[src/fvcc_pkg.sv]
// Shared types, constants and the color wheel table for the flow color coder.
// Used by fvcc_cordic, fvcc_divsqrt and flow_vector_color_coding_core.
package fvcc_pkg;

    localparam int WheelSize   = 55;
    localparam int TurnBits    = 24;
    localparam int CordicSteps = 18;
    localparam int CordicW     = 34;
    localparam int DivSteps    = 32;
    localparam int SqrtSteps   = 17;

    typedef logic [23:0] wheel_rom_t [WheelSize];
    typedef logic [23:0] atan_rom_t [CordicSteps];

    localparam atan_rom_t AtanTurn = '{
        24'd2097152, 24'd1238021, 24'd654136, 24'd332050, 24'd166669, 24'd83416,
        24'd41718, 24'd20860, 24'd10430, 24'd5215, 24'd2608, 24'd1304,
        24'd652, 24'd326, 24'd163, 24'd81, 24'd41, 24'd20
    };

    // entry is {blue, green, red}
    function automatic wheel_rom_t build_wheel();
        wheel_rom_t rom;
        int i, r, g, b;
        for (int k = 0; k < WheelSize; k++) begin
            if (k < 15) begin
                i = k; r = 255; g = 255 * i / 15; b = 0;
            end else if (k < 21) begin
                i = k - 15; r = 255 - 255 * i / 6; g = 255; b = 0;
            end else if (k < 25) begin
                i = k - 21; r = 0; g = 255; b = 255 * i / 4;
            end else if (k < 36) begin
                i = k - 25; r = 0; g = 255 - 255 * i / 11; b = 255;
            end else if (k < 49) begin
                i = k - 36; r = 255 * i / 13; g = 0; b = 255;
            end else begin
                i = k - 49; r = 255; g = 0; b = 255 - 255 * i / 6;
            end
            rom[k] = {8'(b), 8'(g), 8'(r)};
        end
        return rom;
    endfunction

    localparam wheel_rom_t Wheel = build_wheel();

    typedef enum logic [2:0] {
        ST_IDLE, ST_MAG, ST_RUN, ST_BLEND, ST_SCALE, ST_FIN, ST_OUT
    } seq_state_t;

endpackage

[src/fvcc_divsqrt.sv]
// Shift-subtract unit: radius r = isqrt(floor(m * 2^32 / big)), one bit per cycle,
// division then square root on the same compare/subtract path. Depends on fvcc_pkg.
module fvcc_divsqrt (
    input  logic        aclk,
    input  logic        aresetn,
    input  logic        start,
    input  logic [31:0] mag_sq,
    input  logic [31:0] big,
    output logic        done,
    output logic [16:0] radius
);
    import fvcc_pkg::*;

    logic [33:0] rem_reg, rem_next;
    logic [33:0] res_reg, res_next;
    logic [5:0]  cnt_reg, cnt_next;
    logic        div_reg, div_next;
    logic        busy_reg, busy_next;
    logic [33:0] rem_sh, trial, bitv;

    always_comb begin
        rem_next = rem_reg; res_next = res_reg; cnt_next = cnt_reg;
        div_next = div_reg; busy_next = busy_reg;
        rem_sh = {rem_reg[32:0], 1'b0};
        bitv   = 34'd1 << {cnt_reg[4:0], 1'b0};
        trial  = res_reg + bitv;
        if (start) begin
            busy_next = 1'b1;
            if (mag_sq == big) begin
                div_next = 1'b0; rem_next = 34'h1_0000_0000;
                res_next = '0; cnt_next = 6'(SqrtSteps - 1);
            end else begin
                div_next = 1'b1; rem_next = 34'(mag_sq);
                res_next = '0; cnt_next = 6'(DivSteps - 1);
            end
        end else if (busy_reg && div_reg) begin
            if (rem_sh >= 34'(big)) begin
                rem_next = rem_sh - 34'(big);
                res_next = {res_reg[32:0], 1'b1};
            end else begin
                rem_next = rem_sh;
                res_next = {res_reg[32:0], 1'b0};
            end
            cnt_next = cnt_reg - 6'd1;
            if (cnt_reg == '0) begin
                div_next = 1'b0;
                rem_next = res_next;
                res_next = '0;
                cnt_next = 6'(SqrtSteps - 1);
            end
        end else if (busy_reg) begin
            if (rem_reg >= trial) begin
                rem_next = rem_reg - trial;
                res_next = (res_reg >> 1) + bitv;
            end else begin
                res_next = res_reg >> 1;
            end
            cnt_next = cnt_reg - 6'd1;
            if (cnt_reg == '0) busy_next = 1'b0;
        end
    end

    always_ff @(posedge aclk) begin
        if (!aresetn) begin
            busy_reg <= 1'b0;
            div_reg  <= 1'b0;
            cnt_reg  <= '0;
        end else begin
            busy_reg <= busy_next;
            div_reg  <= div_next;
            cnt_reg  <= cnt_next;
        end
        rem_reg <= rem_next;
        res_reg <= res_next;
    end

    assign done   = !busy_reg;
    assign radius = res_reg[16:0];
endmodule

[config.mk]
export PLATFORM = sky130hd
export DESIGN_NAME = fvcc_divsqrt
export DESIGN_NICKNAME = d
export VERILOG_FILES = /design/src/fvcc_pkg.sv /design/src/fvcc_divsqrt.sv
export SDC_FILE = /design/constraint.sdc
export NUM_CORES = 1
export LEC_CHECK = 0
export ABC_AREA = 1
export BUFFER_PORTS_ARGS = -buffer_cell sky130_fd_sc_hd__buf_2
export CAP_MARGIN = 5
export CORE_MARGIN = 2
export CORE_UTILIZATION = 69
export DETAILED_ROUTE_END_ITERATION = 8
export GPL_TIMING_DRIVEN = 0
export PLACE_DENSITY = 0.89
export SYNTH_ARGS = -nofsm -noshare
export SYNTH_HDL_FRONTEND = slang
export SYNTH_SLANG_ARGS = --single-unit
[constraint.sdc]
create_clock -name aclk -period 7.55 [get_ports aclk]
set_input_delay 0 -clock aclk [delete_from_list [all_inputs] [get_ports aclk]]
set_output_delay 0 -clock aclk [all_outputs]
set_load 0.02 [all_outputs]
== After elaboration in Yosys (flattened, before gate mapping) ==
Index checks and enable logic that the tools add are counted.
W data, S select, Z words.
Operators by class
  add/subtract/negate cells: 5
  $lt $le $gt $ge: 2
  equality and inequality tests: 2
  shift operators: 1
  muxes and demuxes: 25
  reduce and logical (&&, ||, !) cells: 10
Operators with widths (number)
  $mux W34: 10
  $add A33 B34 Y34: 1
  $add A34 B34 Y34: 1
  $ge A34 B32 Y1: 1
  $ge A34 B34 Y1: 1
  $shl A1 B6 Y34 const A: 1
  $sub A34 B32 Y34: 1
  $sub A34 B34 Y34: 1
  $mux W33: 1
  $eq A32 B32 Y1: 1
  $mux W6: 4
  $mux W1: 9
  $logic_not A6 Y1: 1
  $reduce_bool A2 Y1: 3
  $reduce_bool A3 Y1: 2
  $sub A6 B1 Y6 const B: 1
  $mux W4: 1
  $reduce_and A2 Y1: 2
  $ne A2 B2 Y1 const B: 1
  $logic_and A1 B1 Y1: 1
  $logic_not A1 Y1: 1
Word-level totals
  register bits: 76
  input port bits: 67
  output and inout port bits: 18
  word-level logic and storage cells: 50

== Logic depth before layout (Yosys ltp) ==
Gate-level depths: netlist (run 1).
  depth in word-level cells: 7
  depth in mapped cells: 33
  mapped depth without buffers: 33

== Worst setup path after synthesis (run 1) ==
Ideal clock, no wire load.
  kind: register -> register
  start point: reg cnt_reg[0]
  end point: reg rem_reg[0], enable pin
  library setup time: 0.389 ns
  arrival: 4.236 ns
  data required time: 7.161 ns
  path slack: 2.925 ns
  cell stages (with the launch flop): 30
  path buffers: 2
  period minus slack after synthesis: 4.625 ns
  cell sequence: dfxtp_1 inv_1 ha_1 nand2_1 nor2_1 ha_1 nand2_1 o21ai_0 a21oi_1 a21boi_0 o21ai_2 nand2_1 nand2_2 nand2_1 nand2_1 nand2_1 nand2_1 ha_1 nand2_1 nor2_1 nand2_1 nor2_1 nand2_1 nand3_2 nand2_2 nand2_2 buf_6 buf_6 o21ai_0 inv_1
Between the ends
  word-level cells in the longest chain between the ends: 5
Ends and longest elaborated chain
  start: declaration: RTL line fvcc_divsqrt.sv:16  | logic [5:0] cnt_reg, cnt_next;
  start signal: assignment: RTL line fvcc_divsqrt.sv:71  | cnt_reg <= cnt_next;
  $shl A1 B6 Y34: RTL line fvcc_divsqrt.sv:25  | bitv = 34'd1 << {cnt_reg[4:0], 1'b0};
  $add A34 B34 Y34: RTL line fvcc_divsqrt.sv:26  | trial = res_reg + bitv;
  $ge A34 B34 Y1: RTL line fvcc_divsqrt.sv:52  | if (rem_reg >= trial) begin
  $reduce_bool A3 Y1 (no source line)
  $reduce_and A2 Y1 (no source line)
  end signal: assignment: RTL line fvcc_divsqrt.sv:73  | rem_reg <= rem_next;
  end: declaration: RTL line fvcc_divsqrt.sv:14  | logic [33:0] rem_reg, rem_next;
Every way passes these cells.
A chain may end at the register's enable or synchronous reset.

== Final worst setup path (run 1) ==
  start point: reg cnt_reg[0]
  end point: reg rem_reg[21], enable pin
The elaborated chain is that of the path after synthesis.

==> reports/metrics.yaml, run 1 <==
synth_edf_count: 34
vdd_drop_max_mv: 0.352
die_w_um: 145
total_power_mw: 4.63
n_antenna_cell: 0
ys_seq_area_share_pct: 13.5
initial_core_util_pct: 70.5
drt_iter0_markers: 2272
setup_violations: 0
globalplace.congestion: 1.14
drt_pass1_iterations: 9
leakagePower_nw: 7.55
vias: 17361
finalSetupTns_ns: 0
yosys.area.top_type: "nand2_1"
viasPerCell: 6.22
setup.worst_path.class: "reg2reg"
clockBufferDepth: 2
wl_per_cell_um: 19.5
drt-total-wl_mm: 54.5
ys_top_cells_by_count: "719 x nand2_1, 360 x inv_1, 206 x nor2_1"
fp.dieArea_um2: 21100
start_kind: "flop"
power.switching_mw: 2.61
cap_violations: 0
ctsResizeCount: 0
detail-route-antenna-nets: 0
rsz0062_at_grt: "false"
cts.clk_slew.worst_paths_ns: 0.07
clock_sinks: 76
drive_above_1_share_pct: 10.3
cts_tree: "yes"
final_area_um2: 15100
power_frac_seq_pct: 16.1
grt_pass1_vias: 16358
cts_buffers: 9
final_nets: 2695
cts_max_level: 3
p_per_area_nw_per_um2: 307
finClkSkew_ns: 0.0130
hold_viol: 0
ys_seq_elements: 76
synthCells: 2404
tightest_slew_ns: 1.12
num_io_pins: 85
period_minus_slack_ns: 6.03
clk_latency_ns: 0.37
dp_hpwl_mm: 42.8
cts-root-buf: "clkbuf_16"
p_sw_share_pct: 56.3
syn_avg_cell_area_um2: 5.73
areaGrowthSynthToFinish_pct: 9.47
synthDominantCellAreaShare_pct: 19.6
synthArstFlopShare_pct: 0
p_int_mw: 2.02
synth-main-ff-cell: "dfxtp_1"
critPathArrivalTime_ns: 6.10
grt_pass1_wl_mm: 83.3
required_ns: 7.61
fmax_mhz: 166
relSlewSlack_pct: 24.7
syn_area_um2: 13800
clock_power_share_pct: 10.4
period_share_pct: 79.9
slew_violations: 0
hp-class: "in2reg"
post-synth-top-count-cell: "nand2_1"
grt_usage_pct: 50.1
yosysWarnings: 0
crit_path_end_kind: "flop"
cp_max_fo: 27
grt_max_degree: 35
placed_area_um2: 14500
combPwrFrac_pct: 73.5
outcome: "complete, but fails checks"
violations: "design-rule violations"
synth_area_leaders: "nand2_1 20%, inv_1 9.8%, ha_1 9.5%"
io_buffers: 83
antenna_found_initial: 0
overflow: 0
coreArea_um2: 19500
yosys.cell_types.count: 53
num_rows: 51
drc: 5
synth_fp_nets: 2578
fp.dieH_um: 145
[power by group through the flow]
stage | clock network, mW | logic (mW) | registers (mW)
after global routing | 0.490 | 3.71 | 0.752
after global placement | 0 | 3.12 | 0.736
after floorplan | 0 | 2.43 | 0.666
final | 0.481 | 3.40 | 0.748
after CTS | 0.474 | 3.23 | 0.731
after detailed placement | 0 | 3.19 | 0.740
[stage by stage]
step,cells,hold slack [ns],utilization [%],setup WS [ns]
2_1_floorplan,2404,0.130,-,2.92
3_3_place_gp,2752,0.268,74.4,1.59
3_5_place_dp,2752,0.296,74.4,1.51
4_1_cts,2790,0.00183,77.1,1.51
5_1_grt,2791,0.0182,77.2,1.47
6_report,2791,0.0100,77.2,1.52
[final timing paths]
| check | cells past startpoint | slack [ns] | start | endpoint |
|---|---|---|---|---|
| max | 24 | 1.52 | cnt_reg[0]$_SDFFE_PN0P_ | rem_reg[21]$_DFFE_PP_ |
| min | 3 | 0.01 | mag_sq[1] | rem_reg[1]$_DFFE_PP_ |
| max reg2reg | 24 | 1.52 | cnt_reg[0]$_SDFFE_PN0P_ | rem_reg[21]$_DFFE_PP_ |
| min reg2reg | 2 | 0.55 | cnt_reg[4]$_SDFFE_PN0P_ | cnt_reg[4]$_SDFFE_PN0P_ |
[area by class of cell]
| type | count | area [um2] |
|---|---|---|
| multi-input cells | 1883 | 10000 |
| fillers | 1645 | 4450 |
| flip-flops and latches | 76 | 1860 |
| inverters | 368 | 1390 |
| repair buffers | 106 | 656 |
| plain buffers | 77 | 514 |
| well taps | 265 | 332 |
| clock buffers | 10 | 250 |
| clock inverters | 6 | 67.6 |
[worst max-delay path: stages, from the launching register on]
cell	delay, ns
dfxtp_1	0.36
inv_1	0.15
ha_1	0.20
nand2_1	0.16
nor3_1	0.89
ha_1	0.27
inv_1	0.08
nor3_1	0.32
nand2_1	0.15
nor4_1	0.34
nand3b_1	0.21
nand3_1	0.15
xor2_1	0.08
ha_1	0.36
nand2_1	0.09
inv_1	0.19
nand3_1	0.11
nor2_1	0.33
a21oi_1	0.14
nand2_2	0.14
buf_6	0.19
buf_6	0.20
o21ai_0	0.10
clkinv_1	0.23
buf_12	0.23
[logic make-up (layout without fill, tap and decap cells)]
logic type,count (synthesis),count (layout),synth area share [%]
and+or+nand+nor,1298,1298,42.1
buffers and inverters,445,567,13.8
AOI/OAI and AO/OA,405,405,16.2
adders and majority gates,107,107,9.83
DFF,76,76,13.5
xor gates and xnor gates,73,73,4.64
[what timing repair did]
| item | 4_1_cts | 5_1_grt |
|---|---|---|
| setup endpoints to repair | 0 | 0 |
| setup buffers | 0 | 0 |
| hold endpoints to repair | 25 | 0 |
| hold buffers | 22 | 0 |
[per-layer routing]
layer	up-vias	share of wire, %	GRT usage (%)	routed length [um]
met5	-	0	0	0
met4	0	10	45.7	5700
met3	375	13	11.1	7080
met2	1389	43	79.1	23600
met1	7564	33	56.3	18100
li1	8033	-	-	-
[layout by cell type (no fill, tap or decap), drive strengths merged, types with 4 or more instances in the layout]
master / count
nand2: 750
inv: 369
nor2: 217
nand3: 212
o21ai: 192
a21oi: 158
buf: 143
ha: 105
xnor2: 47
dfxtp: 42
nand3b: 36
edfxtp: 34
nand4: 31
clkbuf: 28
xor2: 26
dlygate4sd3: 22
nor3: 22
or2: 13
a21o: 11
nor4: 11
o211ai: 10
o22ai: 7
o21bai: 7
and3: 5
a31oi: 5
o31ai: 5
a21boi: 4
clkinv: 4
No activity file was read; power rests on OpenSTA's default activity.
==> inputs of run 2 (changes only) <==
--- a/config.mk
+++ b/config.mk
@@ -9,10 +9,10 @@
 export BUFFER_PORTS_ARGS = -buffer_cell sky130_fd_sc_hd__buf_2
 export CAP_MARGIN = 5
 export CORE_MARGIN = 2
-export CORE_UTILIZATION = 69
+export CORE_UTILIZATION = 64
 export DETAILED_ROUTE_END_ITERATION = 8
 export GPL_TIMING_DRIVEN = 0
-export PLACE_DENSITY = 0.89
+export PLACE_DENSITY = 0.83
 export SYNTH_ARGS = -nofsm -noshare
 export SYNTH_HDL_FRONTEND = slang
 export SYNTH_SLANG_ARGS = --single-unit
==> constraint.sdc (replaced) <==
create_clock -name aclk -period 6.1 [get_ports aclk]
set_input_delay 0 -clock aclk [delete_from_list [all_inputs] [get_ports aclk]]
set_output_delay 0 -clock aclk [all_outputs]
set_load 0.02 [all_outputs]
==> reports/metrics.yaml, run 2 (same netlist as run 1, synthesis figures left out) <==
io_buffers: 83  # unchanged
wl_per_cell_um: 19.4  # -0.51%
num_rows: 53  # +3.9%
globalplace.congestion: 1.03  # -9.0%
cts_tree: "yes"
max_stage_delay_ns: 0.44  # -0.45 ns
cap_violations: 0  # unchanged
drc: 0  # -5
placed_area_um2: 14500  # about the same
min_from: "mag_sq[23]"
detail-route-antenna-nets: 0  # unchanged
multi_input_area_um2: 10000  # about the same
grt_usage_pct: 48.0  # -2.1 points
mostFrequentLayoutCells: "719 x nand2_1, 359 x inv_1, 205 x nor2_1, 186 x nand3_1, 166 x o21ai_0"
num_io_pins: 85  # unchanged
relSlewSlack_pct: 36.5  # +12 points
finalSetupTns_ns: 0  # unchanged
hp-class: "in2reg"
clk_latency_ns: 0.36  # about the same
fmax_mhz: 171  # +3.2%
timing.critical_path.buf_inv: 5  # -2
reg2reg_to: "rem_reg[24]$_DFFE_PP_"
critPathArrivalTime_ns: 5.94  # -0.16 ns
cp_max_fo: 25  # -7.4%
final_nets: 2696  # +0.037%
drt_pass1_iterations: 8  # -1
outcome: "complete, no violations"
cts_setup_buffers: 0  # unchanged
areaGrowthSynthToFinish_pct: 10.1
period_share_pct: 95.8  # +16 points
cts.clk_slew.worst_paths_ns: 0.07  # about the same
final_common_cell: "nand2_1"
rr_worst_depth: 28  # +17%
cts-root-buf: "clkbuf_16"
drt_iter0_markers: 1803  # -21%
min_to: "rem_reg[23]$_DFFE_PP_"
viasPerCell: 6.07  # -2.5%
hold-path-cell-count: 3  # unchanged
vias: 17009  # -2.0%
hold_viol: 0  # unchanged
grt_pass1_vias: 15890  # -2.9%
critPathTopFamily: "compound AO/OA/AOI/OAI gates"
antenna_found_initial: 1  # +1
fp.dieH_um: 151  # +3.7%
cpMostUsedCell: "nand2_1"
tightest_slew_ns: 0.949  # -0.171 ns
p_per_area_nw_per_um2: 381  # +24%
coreArea_um2: 21100  # +8.0%
required_ns: 6.20  # -1.41 ns
dp_hpwl_mm: 44.1  # +2.8%
overflow: 0  # unchanged
slew_violations: 0  # unchanged
start_kind: "flop"
drt-total-wl_mm: 54.5  # about the same
clock_sinks: 76  # unchanged
setup.worst_path.class: "reg2reg"
vdd_drop_max_mv: 0.407  # +16%
crit_path_end_kind: "flop"
rsz0062_at_grt: "false"
period_minus_slack_ns: 5.84  # -0.189 ns
grt_max_degree: 35  # unchanged
cts_buffers: 9  # unchanged
drive_above_1_share_pct: 10.3  # +0.075 points
fin_util_pct: 71.9  # -5.3 points
finClkSkew_ns: 0.0148  # +0.00181 ns
grt_pass1_wl_mm: 82.6  # -0.83%
final_area_um2: 15200  # +0.57%
fillers: 1919  # +17%
fp.dieArea_um2: 22700  # +7.6%
rr_startpoint: "cnt_reg[0]$_SDFFE_PN0P_"
rrSetupSlack_ns: 0.26  # -1.26 ns
setup_violations: 0  # unchanged
die_w_um: 151  # +3.7%
final-seq-area_um2: 1860  # unchanged
initial_core_util_pct: 65.3  # -5.2 points
cts_max_level: 3  # unchanged
critPathSlowestCell: "a21boi_0"
leakagePower_nw: 7.58  # +0.35%
clockBufferDepth: 2  # unchanged
-- run 2: changes by cell type in the layout (fill, tap and decap cells not counted) --
| cell | change |
|---|---|
| diode_2 | +2 |
| clkbuf_16 | +1 |
| nor3_2 | +1 |
| bufinv_16 | +1 |
| buf_12 | -1 |
| nor2_1 | -1 |
| nor3_1 | -1 |
| inv_4 | -1 |
| nor2_2 | +1 |
| dlygate4sd3_1 | +1 |
| buf_16 | +1 |
| clkinv_2 | -1 |
-- run 2: stage by stage --
step | std cells | worst slack (ns) | hold slack, ns | total power, mW
finish | 2804 | 0.257 | 0.0127 | 5.78
global route | 2802 | 0.00764 | 0.0315 | 6.19
CTS | 2801 | 0.0395 | 0.00219 | 5.55
detailed placement | 2762 | 0.0681 | 0.273 | 4.87
global placement | 2762 | 0.195 | 0.266 | 4.79
floorplan | 2404 | 1.47 | 0.130 | 3.83
-- run 2: worst max path at each step --
stage / endpoint / depth (start not counted) / from / slack [ns]
2_1_floorplan: rem_reg[0]$_DFFE_PP_ / 29 / cnt_reg[0]$_SDFFE_PN0P_ / 1.47
3_3_place_gp: rem_reg[31]$_DFFE_PP_ / 23 / cnt_reg[0]$_SDFFE_PN0P_ / 0.20
3_5_place_dp: rem_reg[31]$_DFFE_PP_ / 23 / cnt_reg[0]$_SDFFE_PN0P_ / 0.07
4_1_cts: rem_reg[16]$_DFFE_PP_ / 23 / cnt_reg[0]$_SDFFE_PN0P_ / 0.04
5_1_grt: rem_reg[23]$_DFFE_PP_ / 28 / cnt_reg[0]$_SDFFE_PN0P_ / 0.008
6_report: rem_reg[24]$_DFFE_PP_ / 28 / cnt_reg[0]$_SDFFE_PN0P_ / 0.26
-- run 2: power breakdown --
group / internal (mW) / switching [mW] / total (mW)
sequential: 0.720 / 0.206 / 0.926
clock: 0.412 / 0.247 / 0.659
combinational: 1.45 / 2.75 / 4.19
-- run 2: what timing repair did --
item                       4_1_cts  5_1_grt
setup endpoints to repair        0       25
hold endpoints to repair        26        0
hold buffers                    23        0
gates resized for setup          0        2
-- run 2: worst register-to-register path, delay by kind of cell, from the launching register on --
| family | cells | cell delay (ns) |
|---|---|---|
| buffers and inverters | 5 | 1.24 |
| flip-flops | 1 | 0.36 |
| AO/OA/AOI/OAI | 8 | 1.64 |
| AND/OR/NAND/NOR | 12 | 1.43 |
| adder cells (fa/ha/maj) | 3 | 0.90 |
-- run 2: layer usage --
| metal | up-vias | track usage [%] | share of wire (%) |
|---|---|---|---|
| met5 | - | 0 | 0 |
| met4 | 0 | 43.3 | 10 |
| met2 | 1133 | 76.9 | 44 |
| met3 | 328 | 10.2 | 11 |
| met1 | 7513 | 53.4 | 35 |
| li1 | 8035 | - | - |
-- run 2: cell type report --
cell class | count | area share (%)
Antenna cell | 2 | 0.0330
Buffer | 77 | 3.39
Clock buffer | 11 | 1.81
Clock inverter | 5 | 0.569
Inverter | 368 | 9.14
Multi-Input combinational cell | 1883 | 66.1
Sequential cell | 76 | 12.3
Tap cell | 275 | 2.27
Timing Repair Buffer | 107 | 4.44
