--- src/fvcc_pkg.sv ---
// Shared types, constants and the color wheel table for the flow color coder.
// Used by fvcc_cordic, fvcc_divsqrt and flow_vector_color_coding_core.
package fvcc_pkg;

    localparam int WheelSize   = 55;
    localparam int TurnBits    = 24;
    localparam int CordicSteps = 18;
    localparam int CordicW     = 34;
    localparam int DivSteps    = 32;
    localparam int SqrtSteps   = 17;

    typedef logic [23:0] wheel_rom_t [WheelSize];
    typedef logic [23:0] atan_rom_t [CordicSteps];

    localparam atan_rom_t AtanTurn = '{
        24'd2097152, 24'd1238021, 24'd654136, 24'd332050, 24'd166669, 24'd83416,
        24'd41718, 24'd20860, 24'd10430, 24'd5215, 24'd2608, 24'd1304,
        24'd652, 24'd326, 24'd163, 24'd81, 24'd41, 24'd20
    };

    // entry is {blue, green, red}
    function automatic wheel_rom_t build_wheel();
        wheel_rom_t rom;
        int i, r, g, b;
        for (int k = 0; k < WheelSize; k++) begin
            if (k < 15) begin
                i = k; r = 255; g = 255 * i / 15; b = 0;
            end else if (k < 21) begin
                i = k - 15; r = 255 - 255 * i / 6; g = 255; b = 0;
            end else if (k < 25) begin
                i = k - 21; r = 0; g = 255; b = 255 * i / 4;
            end else if (k < 36) begin
                i = k - 25; r = 0; g = 255 - 255 * i / 11; b = 255;
            end else if (k < 49) begin
                i = k - 36; r = 255 * i / 13; g = 0; b = 255;
            end else begin
                i = k - 49; r = 255; g = 0; b = 255 - 255 * i / 6;
            end
            rom[k] = {8'(b), 8'(g), 8'(r)};
        end
        return rom;
    endfunction

    localparam wheel_rom_t Wheel = build_wheel();

    typedef enum logic [2:0] {
        ST_IDLE, ST_MAG, ST_RUN, ST_BLEND, ST_SCALE, ST_FIN, ST_OUT
    } seq_state_t;

endpackage

--- src/fvcc_cordic.sv ---
// Iterative vectoring CORDIC: angle of (fx, fy) as a fraction of a turn.
// One add/subtract/shift step per cycle. Depends on fvcc_pkg.
module fvcc_cordic (
    input  logic                 aclk,
    input  logic                 aresetn,
    input  logic                 start,
    input  logic signed [15:0]   fx,
    input  logic signed [15:0]   fy,
    output logic                 done,
    output logic [23:0]          turn
);
    import fvcc_pkg::*;

    logic signed [CordicW-1:0] x_reg, x_next, y_reg, y_next;
    logic [23:0] z_reg, z_next;
    logic [4:0]  cnt_reg, cnt_next;
    logic        busy_reg, busy_next;
    logic signed [CordicW-1:0] xs, ys, x0, y0;

    always_comb begin
        x_next = x_reg; y_next = y_reg; z_next = z_reg;
        cnt_next = cnt_reg; busy_next = busy_reg;
        x0 = CordicW'(fx) <<< 14;
        y0 = CordicW'(fy) <<< 14;
        xs = x_reg >>> cnt_reg;
        ys = y_reg >>> cnt_reg;
        if (start) begin
            cnt_next = '0;
            if (fy == 16'sd0) begin
                busy_next = 1'b0;
                z_next = (fx < 0) ? 24'h800000 : 24'h0;
            end else begin
                busy_next = 1'b1;
                if (fx < 0) begin
                    x_next = -x0; y_next = -y0; z_next = 24'h800000;
                end else begin
                    x_next = x0; y_next = y0; z_next = 24'h0;
                end
            end
        end else if (busy_reg) begin
            if (y_reg >= 0) begin
                x_next = x_reg + ys; y_next = y_reg - xs;
                z_next = z_reg + AtanTurn[cnt_reg];
            end else begin
                x_next = x_reg - ys; y_next = y_reg + xs;
                z_next = z_reg - AtanTurn[cnt_reg];
            end
            cnt_next = cnt_reg + 5'd1;
            if (cnt_reg == 5'(CordicSteps - 1)) busy_next = 1'b0;
        end
    end

    always_ff @(posedge aclk) begin
        if (!aresetn) begin
            busy_reg <= 1'b0;
            cnt_reg  <= '0;
        end else begin
            busy_reg <= busy_next;
            cnt_reg  <= cnt_next;
        end
        x_reg <= x_next;
        y_reg <= y_next;
        z_reg <= z_next;
    end

    assign done = !busy_reg;
    assign turn = z_reg;
endmodule

--- config.mk ---
export PLATFORM = sky130hd
export DESIGN_NAME = fvcc_cordic
export DESIGN_NICKNAME = d
export VERILOG_FILES = /design/src/fvcc_pkg.sv /design/src/fvcc_cordic.sv
export SDC_FILE = /design/constraint.sdc
export NUM_CORES = 1
export LEC_CHECK = 0
export BUFFER_PORTS_ARGS = -buffer_cell sky130_fd_sc_hd__buf_2
export CAP_MARGIN = 20
export CELL_PAD_IN_SITES_DETAIL_PLACEMENT = 0
export CELL_PAD_IN_SITES_GLOBAL_PLACEMENT = 1
export CORE_MARGIN = 2
export CORE_UTILIZATION = 54
export CTS_CLUSTER_DIAMETER = 80
export DETAILED_ROUTE_END_ITERATION = 16
export HOLD_SLACK_MARGIN = 0.03
export PLACE_DENSITY = 0.9
export SETUP_SLACK_MARGIN = 0.3
export SLEW_MARGIN = 20
export SYNTH_ARGS = -nofsm -noshare
export SYNTH_HDL_FRONTEND = slang
export SYNTH_SLANG_ARGS = --single-unit
--- constraint.sdc ---
create_clock -name aclk -period 14.25 [get_ports aclk]
set_clock_uncertainty 0.05 [all_clocks]
set_input_delay 2.85 -clock aclk [delete_from_list [all_inputs] [get_ports aclk]]
set_output_delay 2.85 -clock aclk [all_outputs]
set_load 0.05 [all_outputs]
Yosys cells after proc, flatten, opt, wreduce, memory -nomap -nowiden --
Memories as Yosys holds them, arrays and structs flattened. Index checks and enable logic that the tools add are counted.
Cells by class: $lt $le $gt $ge 3, multipliers 0, bitwise logic cells 2, reduce and logical (&&, ||, !) cells 5, muxes and demuxes 20, equality and inequality tests 2, shifts and indexed selects 2, divide/modulo/power cells 0, add/subtract/negate cells 9
Operators with widths (number):
- 34-bit 2-to-1 mux | 10
- 24-bit 2-to-1 mux | 6
- 34-bit adder | 2
- 30-bit negation with 34-bit output | 2
- 34-bit by 5-bit >>> shifter with 34-bit output | 2
- 34-bit subtractor | 2
- 34-bit by 1-bit greater-or-equal comparator with 1-bit output, second input constant | 1
- 24-bit adder | 1
- 24-bit subtractor | 1
- 16-bit logical NOT | 1
- 16-bit by 1-bit < comparator with 1-bit output, second input constant | 1
- 6-bit greater-or-equal comparator, second input constant | 1
- 5-bit NOT with 6-bit output | 1
- 5-bit by 1-bit adder with 5-bit output, second input constant | 1
- 5-bit == test, second input constant | 1
- 1-bit 2-to-1 mux | 4
- 2-bit != test, second input constant | 1
- 2-bit AND reduction | 1
- 2-bit nonzero test | 1
- 2-bit OR reduction | 1
- 1-bit logical NOT | 1
- 1-bit NOT | 1
Word-level totals: output and inout bits 25, memory bits (writable) 0, bits in latches 0, input bits 35, logic and storage cells 49, ROM bits 768, memories kept 1, register bits after elaboration 98
Memories:
- (name not given) | depth 32, width 24, read ports 1, clocked after Yosys merged registers in 0, write ports 0, RTL line fvcc_cordic.sv:46 | z_next = z_reg - AtanTurn[cnt_reg];

Depth between registers and ports, before layout --
Gate-level depths: netlist of run 1.
word-level depth 8, mapped depth 29, gate-level depth less buffers 24

Worst setup path before layout of run 1 --
No wires, ideal clock.
path kind register to register, start point reg cnt_reg[0], end point reg z_reg[23] (netlist: turn[23]), data pin, stages on the path, launching flop included 29, arrival 5813 ps, setup time 260 ps, path slack 8127 ps, required time 13940 ps, buffers on the path 6, period minus slack after synthesis 6123 ps, cells stage by stage dfxtp_1 > buf_6 > buf_8 > clkinv_1 > buf_2 > buf_1 > clkbuf_1 > ha_1 > clkbuf_2 > nand2_1 > a32oi_1 > o22ai_1 > nand2_1 > or3_1 > or2_2 > or3_1 > or2_2 > and2_0 > xor2_1 > ha_1 > a21o_1 > nand2_1 > nand2b_1 > a21oi_1 > nor2b_1 > or3_1 > a31oi_1 > xnor2_1 > mux2_2
On the way: word-level cells in the longest chain between the ends 8, elaborated cells between the ends (all ways) 9, classes of those cells add/sub: 2; mux: 5; bitwise: 1; memory: 1
Ends and longest elaborated chain:
- start: declaration | RTL line fvcc_cordic.sv:16 | logic [4:0] cnt_reg, cnt_next;
- start signal: assignment | RTL line fvcc_cordic.sv:59 | cnt_reg <= cnt_next;
- 5-bit NOT with 6-bit output (not written as such) (*) | RTL line fvcc_cordic.sv:43, fvcc_cordic.sv:46
- memory read 32 x 24 bit (*)
- 24-bit 2-to-1 mux (not written as such) (*) (2 in series) | RTL line fvcc_cordic.sv:46
- 24-bit subtractor or 24-bit adder (tied branches) | RTL line fvcc_cordic.sv:46, fvcc_cordic.sv:43
- 24-bit 2-to-1 mux (*) | RTL line fvcc_cordic.sv:41 | if (y_reg >= 0) begin
- 24-bit 2-to-1 mux (*) | RTL line fvcc_cordic.sv:40 | end else if (busy_reg) begin
- 24-bit 2-to-1 mux (*) | RTL line fvcc_cordic.sv:27 | if (start) begin
- named net z_next[23] | RTL line fvcc_cordic.sv:15 | logic [23:0] z_reg, z_next;
- end signal: assignment | RTL line fvcc_cordic.sv:63 | z_reg <= z_next;
- end: declaration | RTL line fvcc_cordic.sv:15
The timed path passes the listed nets; every way through them passes the cells marked *. The select of a mux whose other input is x is not followed. A chain may end at the register's enable or synchronous reset.

Worst setup path in the final report of run 1 --
start point reg cnt_reg[1], end point reg x_reg[29], data pin
On the way: word-level cells in the longest chain between the ends 5, elaborated cells between the ends (all ways) 6, classes of those cells add/sub: 2; shift: 1; mux: 3
Ends and longest elaborated chain:
- 34-bit by 5-bit >>> shifter with 34-bit output (*) | RTL line fvcc_cordic.sv:26 | ys = y_reg >>> cnt_reg;
- 34-bit subtractor or 34-bit adder (tied branches) | RTL line fvcc_cordic.sv:45, fvcc_cordic.sv:42
- 34-bit 2-to-1 mux (*) | RTL line fvcc_cordic.sv:41
- 34-bit 2-to-1 mux (*) | RTL line fvcc_cordic.sv:40
- 34-bit 2-to-1 mux (*) | RTL line fvcc_cordic.sv:27
- named net x_next[29] | RTL line fvcc_cordic.sv:14 | logic signed [CordicW-1:0] x_reg, x_next, y_reg, y_next;
- end signal: assignment | RTL line fvcc_cordic.sv:61 | x_reg <= x_next;
- end: declaration | RTL line fvcc_cordic.sv:14
Marks and branches as above.

==> metrics.txt, run 1 <==
clk buf depth=2; Least-Margin Pin Slew=1.00 ns; register area share after synthesis=0.182; # diodes=0; total CTS buffers=9; Synth Instances=1870; CORE AREA=28800 um2; CP Launch Point=cnt_reg[1]$_SDFFE_PP0P_; CP startpoint kind=flop; most common cell after layout, fill and taps aside=nand2_1; aggregate routed wire length=53.4 mm; setup TNS=0 ns; RSZ-0062 raised after global routing=no; clock sinks=98; Final setup viols=0; CTS tree=done; DP HPWL=39.9 mm; Yosys cell types=97; final worst path period need=7.75 ns; relative slew slack=0.330; First-pass DRT Iterations=6; Reg2Reg Capture Point=x_reg[29]$_DFFE_PP_; Final #Nets=1989; routability congestion estimate=1.01; Clock transition at path regs=0.08 ns; final instance area=16500 um2; die area=30700 um2; worst r2r src=cnt_reg[1]$_SDFFE_PP0P_; critical path class=reg -> reg; clk root buf=clkbuf_16; post-synth top area share=0.175; DR DRC count=0; commonest non-fill, non-tap cells in the layout=174 x nand2_1, 164 x nor2_1, 132 x o21ai_0, 111 x a21oi_1, 102 x ha_1; number of cell rows=62; register bit total from synthesis=98; Ports=60; worst path required time=14.32 ns; DRT antenna net count=0; GRT Total Usage=0.344; final hold vios=0; PostCTS Resize Cnt=0; Synth Area per Inst=8.45 um2; worst-case reg-to-reg path depth=22; Synth async-reset ratio=0; initial antenna violation count=0; placed cells=2222; Vias/cell=6.81; initial core utilization=0.549; clock latency on the worst-skew pair=0.38 ns; Synth area leader=edfxtp_1; Final Cycle Share=0.544; Worst Hold Class=reg -> reg; Port Buffer Count=59; CP max FO=64; via count=15242; hold buffers post-CTS=0; number of synthesized flops with an enable pin=92; CP arrival=7.82 ns; Reg2Reg Setup Slack=6.50 ns; synthesized area=15800 um2; fraction of layout instances using a drive strength above 1=0.138; Setup Buffers After CTS=0; Congestion Overflow GR=0; wire per inst=23.9 um; fmax=129 MHz; Die H=175 um; syn nets=2010; Post-Place Cell Area=16200 um2; initial DRC count=1987; top post-synthesis cells by area=edfxtp_1 17%, mux4_2 9.1%, ha_1 8.1%; outcome=completed; CP Capture Point=x_reg[29]$_DFFE_PP_; H-tree depth=3; final std cells w/o fill=2238; Synth Flop Type=edfxtp_1; synth-to-layout area growth=4.42%; vias in the first global route=14309; nature of the critical path endpoint=flop; global-route wire length before repair=82.5 mm; chip width=175 um; MaxCap Viol Count=0; max-slew violations=0; YS warnings=0; largest net degree at the start of global routing=69
==> synth_stat cells (all sizes together), types with 20 or more instances <==
cell / number
a211oi: 25
a21o: 39
a21oi: 111
a31oi: 23
buf: 56
clkbuf: 58
edfxtp: 92
ha: 102
inv: 46
mux2: 47
mux2i: 74
mux4: 64
nand2: 174
nand2b: 44
nand3: 34
nor2: 165
nor2b: 26
nor3: 35
o21a: 20
o21ai: 134
o22ai: 25
o31ai: 24
xnor2: 98
xor2: 84
==> per-stage QoR <==
step | hold slack (ns) | worst slack (ns) | utilization
6_report | 0.599 | 6.50 | 0.574
5_1_grt | 0.645 | 6.05 | 0.574
4_1_cts | 0.592 | 6.73 | 0.574
3_5_place_dp | 0.580 | 6.76 | 0.564
3_3_place_gp | 0.584 | 6.92 | 0.564
2_1_floorplan | 0.604 | 8.13 | -
==> cell families (layout without fill, tap and decap cells) <==
group | Yosys count | count (layout) | share of synthesized area
buffers and inverters | 162 | 146 | 0.0465
xor gates and xnor gates | 182 | 182 | 0.101
and+or+nand+nor | 590 | 590 | 0.182
AOI/OAI and AO/OA | 548 | 548 | 0.232
adders and majority gates | 105 | 105 | 0.0845
muxes | 185 | 185 | 0.172
DFF | 98 | 98 | 0.182
==> worst max-delay path, cell delays in order (launching register included) <==
cell	delay, ns
dfxtp_4	0.86
buf_4	0.77
mux4_2	0.61
a222oi_1	0.46
nor2_1	0.09
a211oi_1	0.51
nand3_1	0.25
or4_4	0.58
or2_1	0.31
o31ai_2	0.28
xnor2_1	0.15
nor2_1	0.06
ha_1	0.39
a41o_1	0.27
a211oi_1	0.23
o21ai_0	0.18
a2111o_1	0.44
o21ai_0	0.28
o21ai_0	0.17
o21ai_0	0.19
nand2b_1	0.09
xnor2_1	0.14
o21ai_0	0.08
==> area by class of cell <==
type,count,area [um2]
clock buffers,9,225
clock inverters,7,58.8
fillers,2661,12300
inverters,48,180
multi-input cells,1610,12200
flip-flops and latches,98,2900
well taps,384,480
repair buffers,82,470
==> per-layer routing <==
layer / vias up / track usage / share of wire
met1: 7276 / 0.461 / 0.42
met5: - / 0 / 0
li1: 7013 / - / -
met4: 0 / 0.133 / 0.044
met2: 794 / 0.542 / 0.44
met3: 159 / 0.0746 / 0.099
==> how the worst min path moves through the flow <==
| stage | endpoint | from | depth (start not counted) |
|---|---|---|---|
| 3_5_place_dp | cnt_reg[2]$_SDFFE_PP0P_ | busy_reg$_SDFF_PN0_ | 2 |
| 2_1_floorplan | x_reg[0]$_SDFFCE_PP0P_ | x_reg[0]$_SDFFCE_PP0P_ | 2 |
| 4_1_cts | cnt_reg[2]$_SDFFE_PP0P_ | busy_reg$_SDFF_PN0_ | 2 |
| 3_3_place_gp | cnt_reg[2]$_SDFFE_PP0P_ | busy_reg$_SDFF_PN0_ | 2 |
| 5_1_grt | cnt_reg[2]$_SDFFE_PP0P_ | busy_reg$_SDFF_PN0_ | 2 |
| 6_report | cnt_reg[2]$_SDFFE_PP0P_ | busy_reg$_SDFF_PN0_ | 2 |
Power of run 1 is left out: the tool's default activity adds up to more than one toggle a clock period on the data nets, which glitch-free logic cannot reach.
==> inputs of run 2 (changes only) <==
Settings changed: CORE_UTILIZATION 54 to 50, PLACE_DENSITY 0.9 to 0.84.
Clock period 14.25 ns to 7.4 ns, I/O delays scaled along.
==> run 2 against run 1 <==
Fmax is 14% higher. Routed wire length up 2.0%. Hold slack better by 0.015 ns. Non-clock buffer count grew 19.
==> metrics.txt, run 2 (same netlist as run 1, synthesis figures left out) <==
clk root buf=clkbuf_16; commonest non-fill, non-tap cells in the layout=174 x nand2_1, 165 x nor2_1, 132 x o21ai_0, 111 x a21oi_1, 102 x ha_1; max-slew violations=0 (unchanged); Hold Startpoint=busy_reg$_SDFF_PN0_; RSZ-0062 raised after global routing=no; clk buf depth=2 (unchanged); outcome=completed; initial DRC count=1509 (-24%); Reg2Reg Setup Slack=0.61 ns (-5.89 ns); Place WS=0.685 ns (-6.07 ns); Final #Nets=2008 (+0.96%); worst-case reg-to-reg path depth=20 (-9.1%); CP arrival=6.84 ns (-0.98 ns); final hold vios=0 (unchanged); setup TNS=0 ns (unchanged); DRT antenna net count=0 (unchanged); fmax=147 MHz (+14%); most used cell, CP=o21ai_0; final worst path period need=6.79 ns (-0.957 ns); Least-Margin Pin Slew=0.983 ns (-0.0190 ns); CORE AREA=31300 um2 (+8.8%); nature of the critical path endpoint=flop; synth-to-layout area growth=5.73%; Final WS setup=0.609 ns (-5.89 ns); CP startpoint kind=flop; Final setup viols=0 (unchanged); CP Cell Sequence=buf_4 -> nor2_1 -> mux2i_1 -> o21ai_0 -> a311oi_1 -> nand4_1 -> or2_2 -> o41ai_1 -> xor2_1 -> ha_1 -> o21ai_0 -> o21bai_1 -> a21o_1 -> a22oi_1 -> o211ai_1 -> o41a_1 -> a211o_1 -> a21oi_1 -> xor2_1 -> o21ai_0; CP Capture Point=y_reg[32]$_DFFE_PP_; MaxCap Viol Count=0 (unchanged); wire per inst=23.9 um (+0.34%); Worst path max stage delay=0.61 ns (-0.25 ns); relative slew slack=0.345 (+0.0140); fraction of layout instances using a drive strength above 1=0.147 (+0.00874); final std cells w/o fill=2275 (+1.7%); Post-Place Cell Area=16400 um2 (+0.97%); clock latency on the worst-skew pair=0.38 ns (about the same); Port Buffer Count=59 (unchanged); vias in the first global route=14121 (-1.3%); critical path class=reg -> reg; H-tree depth=3 (unchanged); CP max-delay cell=a311oi_1; placed cells=2255 (+1.5%); Die H=182 um (+3.8%); Worst Hold Class=reg -> reg; clock sinks=98 (unchanged); via count=15301 (+0.39%); aggregate routed wire length=54.5 mm (+2.0%); initial core utilization=0.505 (-0.0444); worst r2r src=cnt_reg[1]$_SDFFE_PP0P_; largest net degree at the start of global routing=91 (+32%); Ports=60 (unchanged); Clock transition at path regs=0.08 ns (about the same); chip width=182 um (+3.8%); CTS tree=done; die area=33100 um2 (+7.8%); global-route wire length before repair=84.1 mm (+1.9%); CP max FO=27 (-58%); worst path required time=7.45 ns (-6.87 ns); total CTS buffers=9 (unchanged); DR DRC count=0 (unchanged); Final Cycle Share=0.918 (+0.374); number of cell rows=65 (+4.8%); Congestion Overflow GR=0 (unchanged); final instance area=16700 um2 (+1.3%); GRT Total Usage=0.327 (-0.0168); Vias/cell=6.73 (-1.2%); # diodes=0 (unchanged); First-pass DRT Iterations=5 (-1); Reg2Reg Capture Point=y_reg[32]$_DFFE_PP_; most common cell after layout, fill and taps aside=nand2_1; routability congestion estimate=1.03 (+2.3%); initial antenna violation count=0 (unchanged); CP Launch Point=cnt_reg[1]$_SDFFE_PP0P_; DP HPWL=41.6 mm (+4.1%)
[run 2: changes by cell type in the layout (fill, tap and decap cells not counted), sizes merged]
| cell | before | now |
|---|---|---|
| buf | 82 | 101 |
| clkbuf | 9 | 11 |
| clkinv | 3 | 5 |
| clkinvlp | 2 | 1 |
| inv | 50 | 47 |
[run 2: layout make-up]
cell class	count	area (um2)
clock buffer	11	243
clock inverter	5	36.3
fill	3010	14600
inverter	48	184
multi-input combinational	1610	12200
sequential	98	2900
tap	402	503
timing repair buffer	101	658
[run 2: critical path, delay by kind of cell, from the launching register on]
| kind | cells | cell delay [ns] |
|---|---|---|
| xor gates and xnor gates | 2 | 0.39 |
| DFF | 1 | 0.49 |
| buffers and inverters | 1 | 0.28 |
| and+or+nand+nor | 3 | 1.07 |
| AOI/OAI and AO/OA | 12 | 3.38 |
| adders and majority gates | 1 | 0.31 |
| muxes | 1 | 0.49 |
[run 2: worst min path at each step]
stage	cells past startpoint	endpoint	slack, ns
floorplan	2	x_reg[0]$_SDFFCE_PP0P_	0.60
global route	2	cnt_reg[2]$_SDFFE_PP0P_	0.67
CTS	2	cnt_reg[2]$_SDFFE_PP0P_	0.61
detailed placement	2	cnt_reg[2]$_SDFFE_PP0P_	0.60
finish	2	cnt_reg[2]$_SDFFE_PP0P_	0.61
global placement	2	cnt_reg[2]$_SDFFE_PP0P_	0.58
[run 2: timing repair]
| action | in CTS | in global routing |
|---|---|---|
| setup endpoints to repair | 0 | 4 |
| gates resized for setup | 0 | 2 |
| hold buffers | 0 | 0 |
| buffers inserted | 0 | 4 |
[run 2: per-stage QoR]
step	util	hold slack, ns
final	0.534	0.614
after detailed placement	0.523	0.597
after global placement	0.523	0.583
after floorplan	-	0.604
after CTS	0.532	0.608
after global routing	0.534	0.674
[run 2: layer usage]
| layer | routed length, um | part of all wire | vias to the layer above | track usage |
|---|---|---|---|---|
| li1 | - | - | 7066 | - |
| met1 | 23600 | 0.43 | 7343 | 0.457 |
| met2 | 23700 | 0.44 | 749 | 0.497 |
| met3 | 4660 | 0.086 | 143 | 0.0624 |
| met4 | 2470 | 0.045 | 0 | 0.132 |
| met5 | 0 | 0 | - | 0 |
Power of run 2 is left out for the same reason.
==> inputs of run 3 (changes only) <==
Settings changed: ABC_AREA from default to 1, CORE_UTILIZATION 50 to 45.
==> run 3 against run 2 <==
Hold slack lost 0.12 ns. Non-clock buffer count down 23. Critical endpoint is now x_reg[23]$_DFFE_PP_. Die area rose by 8.8%. Critical path depth increased by 4. Flip-flop and latch count unchanged. Highest routed layer unchanged. Final area fell by 2.2%.
==> metrics.txt, run 3 <==
largest net degree at the start of global routing=96 (+5.5%); vias in the first global route=16497 (+17%); YS warnings=0 (unchanged); Power Total=9.18 mW; Synth area leader=nand2_1; H-tree depth=3 (unchanged); outcome=completed; final hold vios=0 (unchanged); nature of the critical path endpoint=flop; worst path required time=7.48 ns (+0.03 ns); routing usage on met3=0.0561 (-0.00630); relative slew slack=0.268 (-0.0767); final std cells w/o fill=3063 (+35%); GRT Total Usage=0.324 (-0.00348); Pleak=8.02 nW; Synth Flop Type=edfxtp_1; max-slew violations=0 (unchanged); clk buf depth=2 (unchanged); busiest layer in global routing=met2; register bit total from synthesis=98 (unchanged); Place WS=1.53 ns (+0.845 ns); CORE AREA=33700 um2 (+7.6%); clk root buf=clkbuf_16; initial DRC count=1828 (+21%); Least-Margin Pin Slew=1.10 ns (+0.115 ns); First-pass DRT Iterations=6 (+1); hold buffers post-CTS=0 (unchanged); total CTS buffers=9 (unchanged); commonest non-fill, non-tap cells in the layout=767 x nand2_1, 376 x nand3_1, 250 x nor2_1, 236 x inv_1, 204 x a21oi_1; combinational family with the most area after synthesis=simple AND/OR/NAND/NOR gates; Fin Hold WS=0.496 ns (-0.118 ns); global-route wire length before repair=90.9 mm (+8.0%); PostCTS Resize Cnt=0 (unchanged); critical path class=reg -> reg; Post-Place Cell Area=16000 um2 (-2.2%); Synth Area per Inst=5.92 um2 (-30%); CP startpoint kind=flop; number of synthesized flops with an enable pin=92 (unchanged); MaxCap Viol Count=0 (unchanged); Final Cycle Share=0.818 (-0.0997); fin util=0.485 (-0.0488); Ports=60 (unchanged); synthesized area=15500 um2 (-1.9%); Congestion Overflow GR=0 (unchanged); CP Launch Point=cnt_reg[2]$_SDFFE_PP0P_; # diodes=0 (unchanged); register area share after synthesis=0.186 (+0.00358); fraction of layout instances using a drive strength above 1=0.0600 (-0.0868); aggregate routed wire length=58.1 mm (+6.7%); Peak VDD IR=0.258 mV; Vias/cell=5.82 (-13%); M1 GR Usage=0.447 (-0.0104); die area=36000 um2 (+8.8%); CP max FO=31 (+15%); wire per inst=19.0 um (-21%); top post-synthesis cells by count=768 x nand2_1, 376 x nand3_1, 251 x nor2_1; adder-cell share of the synthesized area=0.0862 (+0.00166); Port Buffer Count=59 (unchanged); DRT antenna net count=0 (unchanged); Synth async-reset ratio=0 (unchanged); setup TNS=0 ns (unchanged); Hold Startpoint=busy_reg$_SDFF_PN0_; Final #Nets=2750 (+37%); post-synth top area share=0.186 (+0.0112); CP arrival=6.14 ns (-0.70 ns); placed cells=3047 (+35%); DP HPWL=46.4 mm (+12%); Clock transition at path regs=0.08 ns (about the same); initial core utilization=0.460 (-0.0448); Final setup viols=0 (unchanged); Worst Hold Class=reg -> reg; clock latency on the worst-skew pair=0.39 ns (about the same); power density cells=562 nW/um2; final worst path period need=6.05 ns (-0.738 ns); initial antenna violation count=0 (unchanged); final instance area=16300 um2 (-2.2%); RSZ-0062 raised after global routing=no; Simple-Gate Fraction of Synth Area=0.406 (+0.224); routability congestion estimate=0.948 (-7.7%); clock sinks=98 (unchanged); Yosys cell types=53 (-45%); via count=17831 (+17%); proportion of synthesized area in mux cells=0 (-0.172); Setup Buffers After CTS=0 (unchanged); most frequent cell after synthesis=nand2_1; CTS tree=done; share of the synthesized area in compound gates (AO/OA/AOI/OAI)=0.185 (-0.0473); XOR/XNOR share of the synthesized area=0.0446 (-0.0562); Final WS setup=1.35 ns (+0.738 ns); syn nets=2760 (+37%); FILL cells=3676 (+22%); number of cell rows=67 (+3.1%); Die H=190 um (+4.3%); top post-synthesis cells by area=nand2_1 19%, edfxtp_1 18%, nand3_1 12%; Synth Instances=2620 (+40%); synth-to-layout area growth=5.42%; DR DRC count=0 (unchanged); chip width=190 um (+4.3%); met2 usage=0.510 (+0.0128); worst r2r src=cnt_reg[2]$_SDFFE_PP0P_; fmax=165 MHz (+12%); most common cell after layout, fill and taps aside=nand2_1
==> run 3: worst paths after layout <==
| kind | slack [ns] | end | cells past startpoint |
|---|---|---|---|
| max | 1.35 | x_reg[23]$_DFFE_PP_ | 24 |
| min | 0.50 | cnt_reg[2]$_SDFFE_PP0P_ | 1 |
| max reg2reg | 1.35 | x_reg[23]$_DFFE_PP_ | 24 |
| min reg2reg | 0.50 | cnt_reg[2]$_SDFFE_PP0P_ | 1 |
==> run 3: layout make-up <==
class	count	area, um2	share of cell area
Clock buffer	9	225	0.0138
Sequential cell	98	2890	0.177
Multi-Input combinational cell	2176	11200	0.685
Clock inverter	7	101	0.00620
Inverter	247	930	0.0569
Tap cell	448	561	0.0343
Timing Repair Buffer	78	438	0.0268
==> run 3: logic make-up (layout without fill, tap and decap cells) <==
logic type | after synthesis | in the layout
compound gates | 505 | 505
buf+inv | 346 | 341
fa+ha+maj | 105 | 105
xor+xnor | 79 | 79
simple gates | 1487 | 1487
flops | 98 | 98
==> run 3: metal layers <==
metal  wire length (um)  up-vias
li1                   -     8831
met1              26000     8121
met2              25400      762
met3               4890      117
met4               1810        0
met5                  0        -
==> run 3: where the power goes <==
group	switching [mW]	internal (mW)	leakage (nW)
Sequential	0.364	1.01	0.994
Clock	0.267	0.301	0.158
Combinational	4.96	2.28	6.87
Total	5.59	3.59	8.02
==> run 3: worst max-delay path, cell delays in order, from the launching register on <==
cell      delay [ns]
dfxtp_2         0.68
inv_2           0.39
nor2_2          0.65
nand3_1         0.17
nand2_1         0.11
a21oi_1         0.04
nand2_1         0.12
inv_1           0.06
ha_1            0.19
nand3_1         0.11
nor2_2          0.06
nor2_1          0.11
xnor2_1         0.15
inv_1           0.07
ha_1            0.33
nand2_1         0.10
inv_1           0.06
a21oi_1         0.28
o21ai_0         0.20
a21boi_0        0.64
o21ai_0         0.41
a21oi_1         0.38
o21ai_0         0.19
nor2_1          0.14
o21ai_0         0.10
Power figures use the tool's default switching activity.
